`src/design/spc_pkg.sv`:
```
// Shared types and constants for the stack permutation checker.
// No dependencies; compile first.
package spc_pkg;

    localparam int PUSH_COUNT_W = 7;
    localparam int CAP_W        = 7;

    localparam logic [CAP_W-1:0] CAP_RESET = 7'd64;

    typedef enum logic [1:0] {
        ST_IDLE,
        ST_CHECK,
        ST_PUSH,
        ST_FINISH
    } spc_state_t;

endpackage

```
`src/design/spc_car_if.sv`:
```
// Request channel carrying the next wanted car and the last-car mark.
// Valid/ready handshake; no dependencies.
interface spc_car_if #(parameter int CAR_WIDTH = 16) ();
    logic                 valid;
    logic                 ready;
    logic [CAR_WIDTH-1:0] wanted_car;
    logic                 last_car;

    modport source (output valid, output wanted_car, output last_car, input ready);
    modport sink   (input valid, input wanted_car, input last_car, output ready);
endinterface

```
`src/design/spc_move_if.sv`:
```
// Result channel carrying the moves made for one car and the failure flag.
// Valid/ready handshake; depends on spc_pkg for the push count width.
interface spc_move_if ();
    logic                              valid;
    logic                              ready;
    logic [spc_pkg::PUSH_COUNT_W-1:0]  push_count;
    logic                              popped;
    logic                              failed;

    modport source (output valid, output push_count, output popped, output failed,
                    input ready);
    modport sink   (input valid, input push_count, input popped, input failed,
                    output ready);
endinterface

```
`src/design/spc_stack_mem.sv`:
```
// Stack storage: one write port and one read port with registered read data.
// No package dependencies.
module spc_stack_mem #(
    parameter int DEPTH  = 64,
    parameter int DATA_W = 16,
    parameter int ADDR_W = 6
) (
    input  logic              clk,
    input  logic              wr_en,
    input  logic [ADDR_W-1:0] wr_addr,
    input  logic [DATA_W-1:0] wr_data,
    input  logic [ADDR_W-1:0] rd_addr,
    output logic [DATA_W-1:0] rd_data
);

    logic [DATA_W-1:0] mem [DEPTH];
    logic [DATA_W-1:0] rd_data_reg;

    always_ff @(posedge clk)
    begin
        if (wr_en)
        begin
            mem[wr_addr] <= wr_data;
        end
        rd_data_reg <= mem[rd_addr];
    end

    assign rd_data = rd_data_reg;

endmodule

```
`src/design/stack_permutation_checker_core.sv`:
```
// Stack permutation checker top level: sequencer, sequence state, result register.
// Depends on spc_pkg, spc_car_if, spc_move_if and spc_stack_mem.
//
// Usage:
//   cars  : request channel; each request names the next car that must leave
//           (wanted_car) and marks the final car of a sequence (last_car).
//   moves : one result per request: push_count, popped and the sticky failed
//           flag; failed stays set until the request marked last_car.
//   cfg_write_en / cfg_write_data : write stack_capacity (reset 64; values
//           above STACK_DEPTH act as STACK_DEPTH; zero fails every sequence).
// Sequence: a request that needs no push passes through CHECK and FINISH; when P
//   cars are pushed it passes through CHECK, PUSH and FINISH, one stack write per
//   cycle in PUSH through the single memory write port.
//   cars.ready is high only while the sequencer is idle.
// Reset: stack empty, next incoming car 1, failure cleared, capacity 64; the
//   stack memory is not cleared, only entries below the level are ever read.
// Stall: the result register holds one result; a new request is taken while
//   it waits, and the sequencer holds before its result until moves is free.
module stack_permutation_checker_core #(
    parameter int STACK_DEPTH = 64,
    parameter int CAR_WIDTH   = 16
) (
    input  logic                       clk,
    input  logic                       rst_n,
    spc_car_if.sink                    cars,
    spc_move_if.source                 moves,
    input  logic                       cfg_write_en,
    input  logic [spc_pkg::CAP_W-1:0]  cfg_write_data
);
    import spc_pkg::*;

    localparam int LVL_W = $clog2(STACK_DEPTH + 1);
    localparam int AW    = (STACK_DEPTH > 1) ? $clog2(STACK_DEPTH) : 1;
    localparam int CW    = (LVL_W > CAP_W) ? LVL_W : CAP_W;
    localparam int NI_W  = CAR_WIDTH + 1;

    spc_state_t           state_reg, state_next;
    logic [LVL_W-1:0]     level_reg, level_next;
    logic [NI_W-1:0]      next_inc_reg, next_inc_next;
    logic                 fail_reg, fail_next;
    logic [LVL_W-1:0]     pushes_reg, pushes_next;
    logic                 popped_reg, popped_next;
    logic [CAR_WIDTH-1:0] wanted_reg, wanted_next;
    logic                 last_reg, last_next;
    logic [CAP_W-1:0]     capacity_reg;

    logic                    out_valid_reg, out_valid_next;
    logic [PUSH_COUNT_W-1:0] out_push_reg, out_push_next;
    logic                    out_popped_reg, out_popped_next;
    logic                    out_failed_reg, out_failed_next;

    logic                 mem_we;
    logic [AW-1:0]        mem_wr_addr;
    logic [AW-1:0]        mem_rd_addr;
    logic [CAR_WIDTH-1:0] mem_rd_data;
    logic [LVL_W-1:0]     level_dec;
    logic [CW-1:0]        cap_ext, depth_ext, eff_cap, level_ext;
    logic [NI_W-1:0]      wanted_ext;
    logic [NI_W-1:0]      last_pushed;
    logic [PUSH_COUNT_W+LVL_W-1:0] push_wide;
    logic                 ready_int;

    assign level_dec   = level_reg - LVL_W'(1);
    assign mem_rd_addr = level_dec[AW-1:0];
    assign mem_wr_addr = level_reg[AW-1:0];
    assign cap_ext     = CW'(capacity_reg);
    assign depth_ext   = CW'(STACK_DEPTH);
    assign eff_cap     = (cap_ext > depth_ext) ? depth_ext : cap_ext;
    assign level_ext   = CW'(level_reg);
    assign wanted_ext  = {1'b0, wanted_reg};
    assign last_pushed = next_inc_reg - NI_W'(1);
    assign push_wide   = {{PUSH_COUNT_W{1'b0}}, pushes_reg};

    spc_stack_mem #(
        .DEPTH  (STACK_DEPTH),
        .DATA_W (CAR_WIDTH),
        .ADDR_W (AW)
    ) u_stack (
        .clk     (clk),
        .wr_en   (mem_we),
        .wr_addr (mem_wr_addr),
        .wr_data (next_inc_reg[CAR_WIDTH-1:0]),
        .rd_addr (mem_rd_addr),
        .rd_data (mem_rd_data)
    );

    always_ff @(posedge clk or negedge rst_n)
    begin
        if (!rst_n)
        begin
            state_reg      <= ST_IDLE;
            level_reg      <= '0;
            next_inc_reg   <= NI_W'(1);
            fail_reg       <= 1'b0;
            capacity_reg   <= CAP_RESET;
            out_valid_reg  <= 1'b0;
        end
        else
        begin
            state_reg     <= state_next;
            level_reg     <= level_next;
            next_inc_reg  <= next_inc_next;
            fail_reg      <= fail_next;
            out_valid_reg <= out_valid_next;
            if (cfg_write_en)
            begin
                capacity_reg <= cfg_write_data;
            end
        end
    end

    always_ff @(posedge clk)
    begin
        pushes_reg     <= pushes_next;
        popped_reg     <= popped_next;
        wanted_reg     <= wanted_next;
        last_reg       <= last_next;
        out_push_reg   <= out_push_next;
        out_popped_reg <= out_popped_next;
        out_failed_reg <= out_failed_next;
    end

    always_comb
    begin
        state_next      = state_reg;
        level_next      = level_reg;
        next_inc_next   = next_inc_reg;
        fail_next       = fail_reg;
        pushes_next     = pushes_reg;
        popped_next     = popped_reg;
        wanted_next     = wanted_reg;
        last_next       = last_reg;
        out_valid_next  = out_valid_reg;
        out_push_next   = out_push_reg;
        out_popped_next = out_popped_reg;
        out_failed_next = out_failed_reg;
        mem_we          = 1'b0;
        ready_int       = 1'b0;

        if (out_valid_reg && moves.ready)
        begin
            out_valid_next = 1'b0;
        end

        case (state_reg)
            ST_IDLE:
            begin
                ready_int = 1'b1;
                if (cars.valid)
                begin
                    wanted_next = cars.wanted_car;
                    last_next   = cars.last_car;
                    pushes_next = '0;
                    popped_next = 1'b0;
                    state_next  = ST_CHECK;
                end
            end
            ST_CHECK:
            begin
                state_next = ST_FINISH;
                if (fail_reg)
                begin
                    state_next = ST_FINISH;
                end
                else if (level_reg != '0 && mem_rd_data == wanted_reg)
                begin
                    level_next  = level_dec;
                    popped_next = 1'b1;
                end
                else if (level_ext >= eff_cap)
                begin
                    fail_next = 1'b1;
                end
                else if (wanted_ext < next_inc_reg)
                begin
                    fail_next = 1'b1;
                end
                else
                begin
                    state_next = ST_PUSH;
                end
            end
            ST_PUSH:
            begin
                if (level_ext < eff_cap && next_inc_reg <= wanted_ext)
                begin
                    mem_we        = 1'b1;
                    level_next    = level_reg + LVL_W'(1);
                    next_inc_next = next_inc_reg + NI_W'(1);
                    pushes_next   = pushes_reg + LVL_W'(1);
                end
                else
                begin
                    if (last_pushed == wanted_ext)
                    begin
                        level_next  = level_dec;
                        popped_next = 1'b1;
                    end
                    else
                    begin
                        fail_next = 1'b1;
                    end
                    state_next = ST_FINISH;
                end
            end
            ST_FINISH:
            begin
                if (!out_valid_reg || moves.ready)
                begin
                    out_valid_next  = 1'b1;
                    out_push_next   = push_wide[PUSH_COUNT_W-1:0];
                    out_popped_next = popped_reg;
                    out_failed_next = fail_reg;
                    if (last_reg)
                    begin
                        level_next    = '0;
                        next_inc_next = NI_W'(1);
                        fail_next     = 1'b0;
                    end
                    state_next = ST_IDLE;
                end
            end
            default:
            begin
                state_next = ST_IDLE;
            end
        endcase
    end

    assign cars.ready       = ready_int;
    assign moves.valid      = out_valid_reg;
    assign moves.push_count = out_push_reg;
    assign moves.popped     = out_popped_reg;
    assign moves.failed     = out_failed_reg;

    a_level_bound: assert property (@(posedge clk) disable iff (!rst_n)
        level_ext <= depth_ext)
        else $error("stack level beyond depth");

    a_push_within_cap: assert property (@(posedge clk) disable iff (!rst_n)
        mem_we |-> level_ext < eff_cap)
        else $error("push beyond capacity");

    a_busy_after_accept: assert property (@(posedge clk) disable iff (!rst_n)
        (cars.valid && cars.ready) |=> !cars.ready)
        else $error("request taken while busy");

    a_pop_excludes_fail: assert property (@(posedge clk) disable iff (!rst_n)
        moves.valid |-> !(moves.popped && moves.failed))
        else $error("pop reported with failure");

    a_result_from_finish: assert property (@(posedge clk) disable iff (!rst_n)
        $rose(moves.valid) |-> $past(state_reg == ST_FINISH))
        else $error("result loaded outside finish");

endmodule

```
`src/flat_wrapper.sv`:
```
// flat-port wrapper written by rule: the top's interface ports become plain ports
module stack_permutation_checker_core_flat import spc_pkg::*;
#(
    parameter int STACK_DEPTH = 64,
    parameter int CAR_WIDTH   = 16
)
  (clk, rst_n, cfg_write_en, cfg_write_data, cars_valid, cars_wanted_car, cars_last_car, cars_ready, moves_valid, moves_push_count, moves_popped, moves_failed, moves_ready);
  spc_car_if #(.CAR_WIDTH(CAR_WIDTH)) cars_i ();
  spc_move_if moves_i ();
  input  logic clk;
  input  logic rst_n;
  input  logic cfg_write_en;
  input  logic [spc_pkg::CAP_W-1:0] cfg_write_data;
  input wire logic [$bits(cars_i.valid)-1:0] cars_valid;
  input wire logic [$bits(cars_i.wanted_car)-1:0] cars_wanted_car;
  input wire logic [$bits(cars_i.last_car)-1:0] cars_last_car;
  output wire logic [$bits(cars_i.ready)-1:0] cars_ready;
  output wire logic [$bits(moves_i.valid)-1:0] moves_valid;
  output wire logic [$bits(moves_i.push_count)-1:0] moves_push_count;
  output wire logic [$bits(moves_i.popped)-1:0] moves_popped;
  output wire logic [$bits(moves_i.failed)-1:0] moves_failed;
  input wire logic [$bits(moves_i.ready)-1:0] moves_ready;
  assign cars_i.valid = cars_valid;
  assign cars_i.wanted_car = cars_wanted_car;
  assign cars_i.last_car = cars_last_car;
  assign cars_ready = cars_i.ready;
  assign moves_valid = moves_i.valid;
  assign moves_push_count = moves_i.push_count;
  assign moves_popped = moves_i.popped;
  assign moves_failed = moves_i.failed;
  assign moves_i.ready = moves_ready;
  stack_permutation_checker_core #(.STACK_DEPTH(STACK_DEPTH), .CAR_WIDTH(CAR_WIDTH)) u_core (.clk(clk), .rst_n(rst_n), .cars(cars_i), .moves(moves_i), .cfg_write_en(cfg_write_en), .cfg_write_data(cfg_write_data));
endmodule
```
`config.mk`:
```
export PLATFORM = sky130hd
export DESIGN_NAME = stack_permutation_checker_core_flat
export DESIGN_NICKNAME = d
export VERILOG_FILES = /design/src/design/spc_pkg.sv /design/src/design/spc_car_if.sv /design/src/design/spc_move_if.sv /design/src/design/spc_stack_mem.sv /design/src/design/stack_permutation_checker_core.sv /design/src/flat_wrapper.sv
export SDC_FILE = /design/constraint.sdc
export NUM_CORES = 1
export LEC_CHECK = 0
export ABC_AREA = 1
export BUFFER_PORTS_ARGS = -buffer_cell sky130_fd_sc_hd__buf_2
export CORE_ASPECT_RATIO = 1.75
export CORE_UTILIZATION = 32
export CTS_CLUSTER_DIAMETER = 150
export DETAILED_ROUTE_END_ITERATION = 7
export GPL_TIMING_DRIVEN = 0
export SETUP_SLACK_MARGIN = 0.2
export SLEW_MARGIN = 20
export SYNTH_ARGS = -nofsm -noshare
export SYNTH_HDL_FRONTEND = slang
export SYNTH_SLANG_ARGS = --single-unit
```
`constraint.sdc`:
```
create_clock -name clk -period 6.1 [get_ports clk]
set_input_delay 1.525 -clock clk [delete_from_list [all_inputs] [get_ports clk]]
set_output_delay 1.525 -clock clk [all_outputs]
set_load 0.01 [all_outputs]
```
; After elaboration in Yosys (flattened, before gate mapping)
; Memories as Yosys holds them, arrays and structs flattened. A register that Yosys moved wholly into a read port is not among the register bits.
; Index checks and enable logic that the tools add are counted.
[classes]
add_sub_neg = 5
n_lt_le_gt_ge = 5
eq_ne = 15
mux = 46
reduce_logical = 19
[ops]
columns = operator, count
row1 = $mux 7, 9
row2 = $mux 17, 3
row3 = $pmux 17 s2, 1
row4 = $mux 1, 22
row5 = $pmux 7 s3, 1
row6 = $add 17x1->17 const B, 1
row7 = $eq 17x16->1, 1
row8 = $le 17x16->1, 1
row9 = $lt 16x17->1, 1
row10 = $sub 17x1->17 const B, 1
row11 = $eq 16x16->1, 1
row12 = $add 7x1->7 const B, 2
row13 = $pmux 7 s2, 1
row14 = $mux 2, 6
row15 = $reduce_and 6->1, 2
row16 = $ne 2x1->1 const B, 5
row17 = $ne 2x2->1 const B, 4
row18 = $pmux 2 s4, 1
row19 = $ge 7x7->1, 1
row20 = $gt 7x7->1 const B, 1
row21 = $lt 7x7->1, 1
row22 = $reduce_bool 7->1, 1
row23 = $sub 7x1->7 const B, 1
row24 = $pmux 1 s3, 2
row25 = 13 further kinds, 20
[word_totals]
reg_bits = 69
ram_bits = 1024
output_inout_bits = 11
memories = 1
[mem_list]
columns = memory, depth, width, rd, rd_ports_with_merged_regs, wr, line_no
row1 = u_core.u_stack.mem, 64, 16, 1, 1, 1, spc_stack_mem.sv:16  ; logic [DATA_W-1:0] mem [DEPTH];

; Depth between registers and ports, before layout
[depth]
depth_word = 8
ltp_mapped = 19

; Hierarchy
; Synthesis repeated with hierarchy kept, for this count alone.
[hier_totals]
hier_cells = 4166
area_unflattened_um2 = 47121.4
[modules_own_cells]
columns = mod, instances, cells_per_inst, area_per_inst_um2, seq_area_each_um2
row1 = spc_stack_mem, 1, 3517, 42099.1, 31069.8
row2 = stack_permutation_checker_core, 1, 649, 5022.3, 1899.3

; Worst setup path before layout
; No wires, ideal clock.
[synth_path]
kind = reg-to-reg
from = reg u_core.next_inc_reg[8]
to = mem u_core.u_stack.mem[31][0], enable pin
setup_time_ps = 430
t_arrival_ps = 4223
required_time_ps = 5670
setup_slack_ps = 1446
path_stages_with_launch = 14
path_buffers = 1
synth_period_minus_slack_ps = 4654
path_cell_list = dfrtp_1 inv_1 ha_1 nand2_1 nor2_2 nand2_1 nor2_1 nand2_1 nand3_1 nand2_1 nand2_2 nand2_4 buf_6 nor4_1
[synth_via]
elab_chain_cells = 6
[synth_lines]
columns = item, line_no
row1 = "start, declared", stack_permutation_checker_core.sv:39  ; logic [NI_W-1:0] next_inc_reg, next_inc_next;
row2 = "start signal, assigned", stack_permutation_checker_core.sv:102  ; next_inc_reg <= next_inc_next;
row3 = $le 17x16->1, stack_permutation_checker_core.sv:185  ; if (level_ext < eff_cap && next_inc_reg <= wanted_ext)
row4 = $logic_and 1x1->1, stack_permutation_checker_core.sv:185
row5 = $mux 1, stack_permutation_checker_core.sv:185
row6 = $mux 1, stack_permutation_checker_core.sv:145  ; case (state_reg)
row7 = $mux 1, spc_stack_mem.sv:21  ; if (wr_en)
row8 = $mux 1 (implied by the code), spc_stack_mem.sv:23  ; mem[wr_addr] <= wr_data;
row9 = "end, declared", spc_stack_mem.sv:16
; No other way between the ends.

; Worst setup path after layout
[layout_path]
from = reg u_core.level_reg[0] (netlist: u_core.level_ext[0])
to = reg u_core.u_stack.rd_data_reg[0] (netlist: u_core.u_stack.rd_data[0]) (read register of u_core.u_stack.mem)
[layout_via]
elab_chain_cells = 1
[layout_lines]
columns = item, line_no
row1 = "start, declared", stack_permutation_checker_core.sv:38  ; logic [LVL_W-1:0] level_reg, level_next;
row2 = "start signal, assigned", stack_permutation_checker_core.sv:101  ; level_reg <= level_next;
row3 = $sub 7x1->7, stack_permutation_checker_core.sv:63  ; assign level_dec = level_reg - LVL_W'(1);
row4 = "end, declared", spc_stack_mem.sv:17  ; logic [DATA_W-1:0] rd_data_reg;
; No other way between the ends.
; A chain may end at the register's enable or synchronous reset.

==> results_dict.tcl <==
set metrics [dict create \
    status "complete, no violations" \
    syn_to_final_growth_pct 16.7 \
    cts-buffers-inserted 92 \
    synth.largest_area_cell "edfxtp_1" \
    wirelength_mm 178 \
    synth_top_cells_by_count "edfxtp_1 (1058), nor2_1 (545), o21ai_0 (298)" \
    syn-cell-area_sq_um 45800 \
    cp-start-kind "flip-flop" \
    grt_use_total 0.243 \
    route.detailed.drc 0 \
    hp-class "reg -> reg" \
    critPathRequiredTime_ns 6.66 \
    synth.avg_cell_area_sq_um 13.6 \
    cts_buffer_depth 3 \
    fin_nets 3665 \
    grt_pass1_vias 30066 \
    hold_viol_final 0 \
    cts_max_level 3 \
    grt_max_degree 71 \
    worstSkewPairLatency_ns 0.71 \
    drive_gt1_frac 0.143 \
    fin_tns_setup_ns 0 \
    wire_per_inst_microns 32.1 \
    postCtsSetupBuffers 0 \
    clkSinkCount 1109 \
    place_inst 5360 \
    slew_headroom 0.0847 \
    synth_flop_cell "edfxtp_1" \
    crit_fanout 11 \
    io_pins 40 \
    rows 183 \
    drt_iter0_drc 3916 \
    dpl.hpwl_mm 127 \
    gp_congestion 1.00 \
    place_ws_ns 0.690 \
    tightest_slew_ns 1.37 \
    fin_crit_ns 5.61 \
    leakage_nw 17.7 \
    synth_warnings 0 \
    io_buffers 39 \
    dpl_cell_area_sq_um 50400 \
    maxCapViolCount 0 \
    dr_total_vias 31148 \
    layout_setup_ws_ns 0.492 \
    fin_area_sq_um 53400 \
    syn-num-nets 3441 \
    ant_nets 0 \
    synth_most_common_cell "edfxtp_1" \
    cts_tree "done" \
    grt_pass1_wl_mm 240 \
    cts-resized-gates 0 \
    start_util 0.323 \
    antenna_found_initial 8 \
    fillCellCount 13463 \
    drv_slew 0 \
    yosysUniqueCellTypes 45 \
    vias_per_cell 5.63 \
    core_sq_um 142000 \
    power_w 0.0318 \
    peakVddDrop_uv 352 \
    cp-end-kind "flip-flop" \
    async_flop_share 0.0316 \
    fp.dieW_microns 288 \
    dr.pass1.iters 6 \
    syn_inst 3380 \
    final_cells 5528 \
    grt_overflow 0 \
    crit_type "reg -> reg" \
    largest_reg_flops 1024 \
    max_freq_ghz 0.178 \
    power_density_nw_per_um2 595 \
    rsz0062_at_grt "false" \
    synth_top_area_share 0.694 \
    clk_pin_slew_ns 0.07 \
    finClkSkew_ns 0.0316 \
    ys_ff_latch 1109 \
    cp.arrival_ns 6.17 \
    ctsHoldBuffers 0 \
    die_h_microns 503 \
    setup_viol_count_final 0 \
    root_buffer "clkbuf_16" \
    ys_top_cells_by_area "edfxtp_1 (69%), nor2_1 (4.5%), mux2i_1 (3.8%)" \
    die_area_sq_um 145000 \
    ys_seq_area_frac 0.720 \
    synth_edf_count 1058 \
    fin_crit_sh 0.919 \
]
[routing by layer]
layer,vias up,track usage,part of all wire,wire (microns)
met5,-,0.000338,0,0
met4,0,0.241,0.12,21200
met3,564,0.0332,0.064,11300
met2,1736,0.419,0.50,88200
met1,15609,0.248,0.32,57000
li1,13239,-,-,-
[worst paths after layout]
check,startpoint,end,slack (ns),cells after the start
setup reg to reg,u_core.level_ext[0]$_DFFE_PN0P_,u_core.u_stack.rd_data[0]$_DFF_P_,0.49,13
hold reg to reg,u_core.popped_reg$_DFFE_PP_,u_core.moves.popped$_DFFE_PP_,0.44,0
min in group asynchronous,rst_n,u_core.cap_ext[5]$_DFFE_PN0P_,0.92,1
setup / recovery,u_core.level_ext[0]$_DFFE_PN0P_,u_core.u_stack.rd_data[0]$_DFF_P_,0.49,13
max in group asynchronous,rst_n,u_core.next_inc_reg[6]$_DFFE_PN0P_,4.56,1
hold / removal,u_core.popped_reg$_DFFE_PP_,u_core.moves.popped$_DFFE_PP_,0.44,0
[layout by cell type (no fill, tap or decap), types with 23 or more instances in the layout]
cell type,instances
inv_1,82
clkbuf_1,127
a21oi_1,24
o221ai_1,168
nand3_1,217
nor2_1,497
buf_4,67
nor2_4,49
buf_2,107
edfxtp_1,1058
ha_1,32
clkbuf_16,93
buf_16,23
o21ai_0,298
o211ai_1,86
nand2_1,202
mux2i_1,172
o32ai_1,57
[cells by family after synthesis]
logic type               share of synthesized area
flip-flops                                   0.720
AND/OR/NAND/NOR                             0.0976
AO/OA/AOI/OAI                               0.0984
buffers and inverters                       0.0306
multiplexers                                0.0383
XOR/XNOR                                   0.00666
adder cells (fa/ha/maj)                    0.00874
[power breakdown]
part | switching (W) | internal [W]
sequential | 0.000524 | 0.00931
clock | 0.00286 | 0.00335
combinational | 0.0119 | 0.00383
[layout make-up]
class	count	area (sq um)	area share
Antenna cell	3	7.51	0.000140
Buffer	220	1050	0.0196
Clock buffer	111	2400	0.0450
Clock inverter	54	632	0.0118
Inverter	95	357	0.00667
Multi-Input combinational cell	1956	12000	0.225
Sequential cell	1109	33000	0.618
Tap cell	1850	2310	0.0433
Timing Repair Buffer	130	1610	0.0302
[critical path: stages, from the launching register on]
cell	delay (ns)
dfrtp_1	0.59
inv_2	0.19
buf_2	0.36
buf_2	0.49
buf_2	0.44
ha_1	0.20
buf_2	0.21
clkbuf_1	0.84
clkbuf_1	0.94
o221ai_1	0.42
nand3_1	0.30
nand3_1	0.16
nand3_1	0.13
nand2_1	0.16
[stage by stage]
step / utilization / hold WS (ns)
floorplan: - / 0.400
global placement: 0.340 / 0.427
detailed placement: 0.355 / 0.424
finish: 0.376 / 0.442
CTS: 0.376 / 0.442
global route: 0.376 / 0.456
Power figures use the tool's default switching activity.
